==> config.mk <==
export PLATFORM = sky130hd
export DESIGN_NAME = pixel_color_space_converter_unit
export DESIGN_NICKNAME = d
export VERILOG_FILES = /design/src/hdl/pcsc_pkg.sv /design/src/hdl/pixel_color_space_converter_unit.sv
export SDC_FILE = /design/constraint.sdc
export NUM_CORES = 2
export LEC_CHECK = 0
export ABC_AREA = 0
export BUFFER_PORTS_ARGS = -buffer_cell sky130_fd_sc_hd__buf_2
export CORE_UTILIZATION = 61
export DETAILED_ROUTE_END_ITERATION = 10
export PLACE_DENSITY = 0.88
export RECOVER_POWER = 100
export SKIP_LAST_GASP = 1
export SYNTH_ARGS = -nofsm -noshare
export SYNTH_HDL_FRONTEND = slang
export SYNTH_SLANG_ARGS = --single-unit
==> constraint.sdc <==
create_clock -name clock -period 33.9 [get_ports clock]
set_clock_uncertainty 0.15 [all_clocks]
set_input_delay 8.475 -clock clock [delete_from_list [all_inputs] [get_ports clock]]
set_output_delay 8.475 -clock clock [all_outputs]
set_load 0.03 [all_outputs]
==> src/hdl/pcsc_pkg.sv <==
// ----------------------------------------------------------------------------
// pcsc_pkg
// mode codes and coefficient helper for the pixel color space converter
// ----------------------------------------------------------------------------
package pcsc_pkg;

   typedef enum logic [1:0] {
      MODE_RGB2YUV  = 2'd0,
      MODE_YUV2RGB  = 2'd1,
      MODE_RGB2GRAY = 2'd2,
      MODE_GRAY_REP = 2'd3
   } mode_type;

   // constant in thousandths to unsigned fixed point, rounded half up
   function automatic longint coef_q(input longint milli, input int frac);
      return ((milli << frac) + 64'sd500) / 64'sd1000;
   endfunction

endpackage

==> src/hdl/pixel_color_space_converter_unit.sv <==
// ----------------------------------------------------------------------------
// pixel_color_space_converter_unit
// streaming pixel converter: rgb/yuv (bt601), gray and gray replicate
// ----------------------------------------------------------------------------
// One 32-bit pixel per beat, one result beat per pixel, in order. The mode
// register selects rgb to yuv (alpha kept, packed a,y,u,v from the top byte
// down), yuv to rgb (a,b,g,r, clamped to 0..255), rgb to gray (gray in byte 0,
// upper bytes zero) or gray replicate (byte 0 copied to all bytes). A pixel
// passes through three registers: an input register, a product register
// holding nine constant-coefficient products, and the result register where
// the channel sums are truncated and clamped. A new pixel is taken every
// clock while the output side keeps up, and each stage fills a bubble on
// its own when the output stalls. Coefficients are fixed point with
// COEF_FRAC_BITS fraction bits (8..24). Write the mode only while no pixel
// is in flight.
// ----------------------------------------------------------------------------
module pixel_color_space_converter_unit #(
   parameter int COEF_FRAC_BITS = 16
) (
   input  logic               clock,
   input  logic               reset,
   // configuration
   input  logic               csr_wr_en,
   input  pcsc_pkg::mode_type csr_wr_data,
   // pixel input
   input  logic               req_tvalid,
   output logic               req_tready,
   input  logic [31:0]        req_tdata,   // pixel_in[31:0]
   input  logic               req_tlast,   // last_in
   // converted output
   output logic               rsp_tvalid,
   input  logic               rsp_tready,
   output logic [31:0]        rsp_tdata,   // pixel_out[31:0]
   output logic               rsp_tlast    // last_out
);
   import pcsc_pkg::*;

   localparam int FB = COEF_FRAC_BITS;
   // signed coefficient width: largest is 1.770 in fixed point plus sign
   localparam int CW = FB + 2;
   // signed sum width: every channel sum stays below 2^(FB+10) in magnitude
   localparam int SW = FB + 11;

   typedef logic signed [CW-1:0] coef_type;
   typedef logic signed [SW-1:0] sum_type;

   localparam coef_type C_299  = CW'(coef_q(299, FB));
   localparam coef_type C_587  = CW'(coef_q(587, FB));
   localparam coef_type C_114  = CW'(coef_q(114, FB));
   localparam coef_type C_N169 = -CW'(coef_q(169, FB));
   localparam coef_type C_N331 = -CW'(coef_q(331, FB));
   localparam coef_type C_500  = CW'(coef_q(500, FB));
   localparam coef_type C_N419 = -CW'(coef_q(419, FB));
   localparam coef_type C_N081 = -CW'(coef_q(81, FB));
   localparam coef_type C_1403 = CW'(coef_q(1403, FB));
   localparam coef_type C_N343 = -CW'(coef_q(343, FB));
   localparam coef_type C_N714 = -CW'(coef_q(714, FB));
   localparam coef_type C_1770 = CW'(coef_q(1770, FB));
   localparam coef_type C_ONE  = CW'(longint'(1) << FB);
   // gray weights are in 1/256, scaled up to the common fraction
   localparam coef_type C_G76  = CW'(longint'(76) << (FB - 8));
   localparam coef_type C_G150 = CW'(longint'(150) << (FB - 8));
   localparam coef_type C_G30  = CW'(longint'(30) << (FB - 8));
   localparam sum_type  BIAS   = SW'(longint'(128) << FB);

   // mode register
   mode_type mode_ff;

   always_ff @(posedge clock) begin
      if (reset) begin
         mode_ff <= MODE_RGB2YUV;
      end else if (csr_wr_en) begin
         mode_ff <= csr_wr_data;
      end
   end

   // stage handshake: each stage loads when empty or when it drains
   logic s1_valid_ff, s2_valid_ff, rsp_valid_ff;
   logic s1_ready, s2_ready, s3_ready;

   assign s3_ready   = !rsp_valid_ff || rsp_tready;
   assign s2_ready   = !s2_valid_ff || s3_ready;
   assign s1_ready   = !s1_valid_ff || s2_ready;
   assign req_tready = s1_ready;

   always_ff @(posedge clock) begin
      if (reset) begin
         s1_valid_ff  <= 1'b0;
         s2_valid_ff  <= 1'b0;
         rsp_valid_ff <= 1'b0;
      end else begin
         if (s1_ready) s1_valid_ff <= req_tvalid;
         if (s2_ready) s2_valid_ff <= s1_valid_ff;
         if (s3_ready) rsp_valid_ff <= s2_valid_ff;
      end
   end

   // stage 1: input register
   logic [31:0] s1_pixel_ff;
   logic        s1_last_ff;

   always_ff @(posedge clock) begin
      if (s1_ready && req_tvalid) begin
         s1_pixel_ff <= req_tdata;
         s1_last_ff  <= req_tlast;
      end
   end

   // stage 2: operand and coefficient selection, nine products
   // coef[c][k] weighs operand k into output byte c
   logic signed [8:0] op      [3];
   coef_type          coef    [3][3];
   sum_type           bias_in [3];
   sum_type           prod_in [3][3];
   sum_type           op_ext;
   sum_type           coef_ext;

   always_comb begin
      for (int k = 0; k < 3; k++) begin
         op[k] = $signed({1'b0, s1_pixel_ff[8*k +: 8]});
      end
      for (int c = 0; c < 3; c++) begin
         bias_in[c] = '0;
         for (int k = 0; k < 3; k++) begin
            coef[c][k] = '0;
         end
      end
      case (mode_ff)
         MODE_RGB2YUV: begin
            // byte 2 y, byte 1 u, byte 0 v; operands r, g, b
            coef[2][0] = C_299;  coef[2][1] = C_587;  coef[2][2] = C_114;
            coef[1][0] = C_N169; coef[1][1] = C_N331; coef[1][2] = C_500;
            coef[0][0] = C_500;  coef[0][1] = C_N419; coef[0][2] = C_N081;
            bias_in[1] = BIAS;
            bias_in[0] = BIAS;
         end
         MODE_YUV2RGB: begin
            // operands v-128, u-128, y; byte 0 r, byte 1 g, byte 2 b
            op[0] = op[0] - 9'sd128;
            op[1] = op[1] - 9'sd128;
            coef[0][0] = C_1403; coef[0][2] = C_ONE;
            coef[1][0] = C_N714; coef[1][1] = C_N343; coef[1][2] = C_ONE;
            coef[2][1] = C_1770; coef[2][2] = C_ONE;
         end
         MODE_RGB2GRAY: begin
            // upper channels sum to zero and clamp to zero
            coef[0][0] = C_G76;  coef[0][1] = C_G150; coef[0][2] = C_G30;
         end
         default: begin
            // replicate bypasses the arithmetic
         end
      endcase
      for (int c = 0; c < 3; c++) begin
         for (int k = 0; k < 3; k++) begin
            op_ext        = SW'(op[k]);
            coef_ext      = SW'(coef[c][k]);
            prod_in[c][k] = op_ext * coef_ext;
         end
      end
   end

   sum_type    s2_prod_ff [3][3];
   sum_type    s2_bias_ff [3];
   logic [7:0] s2_alpha_ff;
   logic [7:0] s2_byte0_ff;
   logic       s2_last_ff;
   mode_type   s2_mode_ff;

   always_ff @(posedge clock) begin
      if (s2_ready && s1_valid_ff) begin
         s2_prod_ff  <= prod_in;
         s2_bias_ff  <= bias_in;
         s2_alpha_ff <= s1_pixel_ff[31:24];
         s2_byte0_ff <= s1_pixel_ff[7:0];
         s2_last_ff  <= s1_last_ff;
         s2_mode_ff  <= mode_ff;
      end
   end

   // stage 3: channel sums, drop fraction, clamp to 0..255, pack
   sum_type     sum    [3];
   sum_type     quo    [3];
   logic [7:0]  chan   [3];
   logic [31:0] rsp_tdata_in;

   always_comb begin
      for (int c = 0; c < 3; c++) begin
         sum[c] = s2_bias_ff[c] + s2_prod_ff[c][0] + s2_prod_ff[c][1] + s2_prod_ff[c][2];
         quo[c] = sum[c] >>> FB;
         if (sum[c][SW-1] || sum[c] == '0) begin
            chan[c] = 8'd0;
         end else if (|quo[c][SW-1:8]) begin
            chan[c] = 8'hFF;
         end else begin
            chan[c] = quo[c][7:0];
         end
      end
      case (s2_mode_ff)
         MODE_RGB2YUV, MODE_YUV2RGB: rsp_tdata_in = {s2_alpha_ff, chan[2], chan[1], chan[0]};
         MODE_RGB2GRAY:              rsp_tdata_in = {24'd0, chan[0]};
         default:                    rsp_tdata_in = {4{s2_byte0_ff}};
      endcase
   end

   logic [31:0] rsp_tdata_ff;
   logic        rsp_tlast_ff;

   always_ff @(posedge clock) begin
      if (s3_ready && s2_valid_ff) begin
         rsp_tdata_ff <= rsp_tdata_in;
         rsp_tlast_ff <= s2_last_ff;
      end
   end

   assign rsp_tvalid = rsp_valid_ff;
   assign rsp_tdata  = rsp_tdata_ff;
   assign rsp_tlast  = rsp_tlast_ff;

endmodule

# Word-level counts from Yosys, hierarchy flattened
# Index checks and enable logic that the tools add are counted.
totals:
  wordCells: 82
  in_bits: 40
  register_bits: 387
  output_inout_bits: 35
op_classes:
  eq_ne: 4
  n_addsub: 10
  n_reduce_logical: 21
  multipliers: 9
  n_mux: 15
op_table:
  columns: ["operator", "count"]
  rows:
  - ["27-bit adder", 8]
  - ["9-bit by 18-bit multiplier with 27-bit output", 8]
  - ["54-bit one-hot mux with 2 select lines", 1]
  - ["27-bit zero test", 3]
  - ["35-bit one-hot mux with 2 select lines", 1]
  - ["32-bit one-hot mux with 2 select lines", 1]
  - ["18-bit one-hot mux with 3 select lines", 1]
  - ["51-bit two-way mux", 1]
  - ["17-bit one-hot mux with 3 select lines", 1]
  - ["8-bit two-way mux", 6]
  - ["18-bit one-hot mux with 2 select lines", 1]
  - ["9-bit by 16-bit multiplier with 25-bit output", 1]
  - ["18-bit two-way mux", 1]
  - ["8-bit by 8-bit subtractor with 9-bit output (second input constant)", 2]
  - ["15-bit two-way mux", 1]
  - ["3-bit OR reduction", 3]
  - ["1-bit logical OR", 6]
  - ["2-bit by 1-bit == test with 1-bit output (second input constant)", 2]
  - ["2-bit == test (second input constant)", 2]
  - ["2-bit zero test", 2]
  - ["1-bit logical AND", 3]
  - ["1-bit zero test", 3]
  - ["2-bit OR reduction", 1]

# Depth between registers and ports, before layout
depth:
  word_depth: 7
  depth_mapped: 28
  ltp_nobuf: 26

# Worst setup path before layout
# OpenSTA, ideal clock, no wires.
synth_timing:
  kind: "in2reg"
  from: "in rsp_tready"
  to: "reg s2_alpha_ff[0], enable pin"
  setup_time_ns: 1.187
  n_path_buf: 0
  required_ns: 32.563
  arrival_ns: 25.409
  setup_slack_ns: 7.154
  stages: 2
  path_cell_list: "nor2b_1 a21boi_0"
synth_between:
  elab_chain_len: 3
synth_rtl:
  columns: ["element", "line", "rtl"]
  rows:
  - ["start: declaration", "pixel_color_space_converter_unit.sv:32", "input logic rsp_tready,"]
  - ["1-bit logical OR", "pixel_color_space_converter_unit.sv:81", "assign s3_ready = !rsp_valid_ff || rsp_tready;"]
  - ["1-bit logical OR", "pixel_color_space_converter_unit.sv:82", "assign s2_ready = !s2_valid_ff || s3_ready;"]
  - ["1-bit logical AND", "pixel_color_space_converter_unit.sv:170", "if (s2_ready && s1_valid_ff) begin"]
  - ["end signal: assignment", "pixel_color_space_converter_unit.sv:173", "s2_alpha_ff <= s1_pixel_ff[31:24];"]
  - ["end: declaration", "pixel_color_space_converter_unit.sv:164", "logic [7:0] s2_alpha_ff;"]
# No other way between the ends.
# A chain may end at the register's enable or synchronous reset.

# Final worst setup path
layout_timing:
  from: "in rsp_tready"
  to: "out req_tready"
layout_between:
  elab_chain_len: 3
layout_rtl:
  columns: ["element", "line", "rtl"]
  rows:
  - ["1-bit logical OR", "pixel_color_space_converter_unit.sv:81", null]
  - ["1-bit logical OR", "pixel_color_space_converter_unit.sv:82", null]
  - ["1-bit logical OR", "pixel_color_space_converter_unit.sv:83", "assign s1_ready = !s1_valid_ff || s2_ready;"]
  - ["end: declaration", "pixel_color_space_converter_unit.sv:27", "output logic req_tready,"]
# No other way between the ends.

==> impl_metrics.json <==
{
  "path_max_fanout": 6,
  "netlist.area_leader.share": 0.256,
  "hp-start": "s1_pixel_ff[26]",
  "wl_um": 108000,
  "syn-instance-count": 4143,
  "drtAntennaViolNets": 0,
  "start_kind": "primary input",
  "yosysWarnings": 0,
  "status": "finished with violations",
  "drv_cap": 9,
  "clock.fmax_ghz": 0.0555,
  "setup_viol": 0,
  "dr.pass1.iters": 5,
  "grt_pass1_wl_um": 170000,
  "clock_path_buffers": 3,
  "grt_max_degree": 81,
  "layout-drive-gt1-share": 0.0333,
  "numCtsBuffers": 38,
  "gr-total-overflow": 0,
  "criticalPathCategory": "primary input to output port",
  "hold_viol": 0,
  "r2r_start": "mode_ff[1]",
  "r2r_slack_ns": 22.71,
  "num_rows": 96,
  "synth_top_cell_by_area": "fa_1",
  "start_util": 0.621,
  "rsz0062_at_grt": "no",
  "die_y_um": 267,
  "yosysSeqAreaShare": 0.212,
  "hpwlAfterDp_um": 89800,
  "clk_pin_slew_ns": 0.06,
  "post-route-min-period_ns": 18.02,
  "synth_xor_area_frac": 0.0435,
  "clock_latency_ns": 0.60,
  "core_area_mm2": 0.0691,
  "synth_top_family_by_area": "adder cells",
  "end_kind": "output port",
  "worstReg2RegEnd": "s2_prod_ff[53]",
  "wl_per_cell_um": 20.9,
  "hold_end": "s2_alpha_ff[2]",
  "cts.sinks": 305,
  "finalCritPeriodShare": 0.532,
  "synthTopCellsByArea": "fa_1 26%, ha_1 23%, edfxtp_1 21%",
  "n_fill_cell": 5063,
  "hp-class": "flop to flop",
  "place_congestion": 0.968,
  "synth_adder_area_share": 0.483,
  "first_global_vias": 31800,
  "diodes": 0,
  "vias": 30500,
  "post_cts_buffers": 0,
  "synth-edff-count": 300,
  "layout.nets": 5601,
  "drcViolationCount": 0,
  "synth_commonest_cells": "985 x inv_1, 777 x ha_1, 549 x fa_1, 300 x edfxtp_1, 167 x nand2_1",
  "port_buffers": 74,
  "worst_slew_pin_slew_ns": 4.55,
  "synth-main-ff-cell": "edfxtp_1",
  "cts_root_buf": "clkbuf_16",
  "antenna_found_initial": 5,
  "tns_ns": 0,
  "violations": "max-capacitance violations, max-slew violations",
  "finalMaxSlewViolations": 414,
  "via_per_inst": 5.86,
  "required_ns": 25.28,
  "design.die.area_mm2": 0.0714,
  "track_usage": 0.314,
  "async_flop_share": 0,
  "post_cts_resize_count": 0,
  "r2r_cells": 25,
  "die_w_um": 267,
  "synthMuxAreaShare": 0.00166,
  "synth_area_mm2": 0.0429,
  "drt_iter0_markers": 2365,
  "hold_buffers": 0,
  "synth_compound_area_frac": 0.0899,
  "io_pins": 75,
  "cts_tree": "built",
  "synth.distinct_cells": 94,
  "avgSynthCellArea_um2": 10.4,
  "slew_headroom": -2.03,
  "synth-simple-area-share": 0.0794,
  "hold_path_depth": 0,
  "htreeDepth": 2,
  "cp.arrival_ns": 9.40,
  "synth-seq-cells": 305,
  "yosysMostFrequentCell": "inv_1",
  "syn_to_final_growth_pct": 6.06
}
==> state kept, by name, summed over array words and instances, names as in the netlist <==
name	cells
s2_alpha_ff	8
s2_prod_ff	214
s2_last_ff	1
s1_last_ff	1
s1_pixel_ff	32
s2_valid_ff	1
rsp_tvalid	1
rsp_tdata	32
s1_valid_ff	1
s2_bias_ff	1
s2_byte0_ff	8
mode_ff	2
s2_mode_ff	2
rsp_tlast	1
==> stage by stage <==
step | hold WS [ns] | setup WS, ns | instances | instance area (µm²) | utilization
after floorplan | 0.250 | 7.15 | 4153 | 42900 | -
after global placement | 0.253 | 15.75 | 5126 | 44400 | 0.643
after detailed placement | 0.255 | 15.73 | 5126 | 44400 | 0.643
after CTS | 0.268 | 15.73 | 5195 | 45700 | 0.661
after global routing | 0.270 | 15.80 | 5195 | 45500 | 0.659
final | 0.266 | 15.88 | 5195 | 45500 | 0.659
==> cells in the final DEF (no fill, tap or decap), types with 46 or more instances in the layout <==
| cell type | count |
|---|---|
| a21o_1 | 61 |
| a21oi_1 | 158 |
| and2_1 | 51 |
| clkbuf_1 | 54 |
| edfxtp_1 | 300 |
| fa_1 | 549 |
| ha_1 | 777 |
| inv_1 | 985 |
| nand2_1 | 167 |
| nand3_1 | 46 |
| nor2_1 | 154 |
| nor2b_1 | 52 |
| nor3_1 | 56 |
| o21ai_0 | 119 |
| xnor2_1 | 166 |
| xor2_1 | 47 |
==> kinds of logic after synthesis <==
family,Yosys count
AOI/OAI and AO/OA,580
DFF,305
xor gates and xnor gates,213
buffers and inverters,1029
and+or+nand+nor,681
muxes,7
adders and majority gates,1326
other,2
==> metal layers <==
metal	part of all wire	wire length, µm	vias up	global-route usage
met4	0.058	6290	8	0.159
met3	0.086	9330	313	0.0627
li1	-	-	13800	-
met1	0.39	42500	15000	0.400
met5	0.00054	58	-	0
met2	0.46	50200	1319	0.510
==> worst max-delay path, cell delays in order <==
cell and delay, ns:
buf_2 0.10, nor2b_1 0.41, nand3_1 0.16, clkbuf_1 0.24
==> worst max-delay path by stage <==
stage	startpoint	to	slack [ns]	cells past startpoint
2_1_floorplan	rsp_tready	s2_alpha_ff[0]	7.15	2
3_3_place_gp	rsp_tready	req_tready	15.75	4
3_5_place_dp	rsp_tready	req_tready	15.73	4
4_1_cts	rsp_tready	req_tready	15.73	4
5_1_grt	rsp_tready	req_tready	15.80	4
6_report	rsp_tready	req_tready	15.88	4
==> layout make-up <==
cell class / instances / area (µm²) / share of cell area
clock buffers: 49 / 1000 / 0.0220
clock inverters: 20 / 258 / 0.00566
inverters: 986 / 3700 / 0.0813
multi-input cells: 2819 / 29900 / 0.657
repair buffers: 85 / 378 / 0.00830
flip-flops and latches: 305 / 9110 / 0.200
well taps: 931 / 1160 / 0.0256
Power is not shown: default switching activity piles up to over one toggle a cycle in this logic, so the estimate is an artifact.
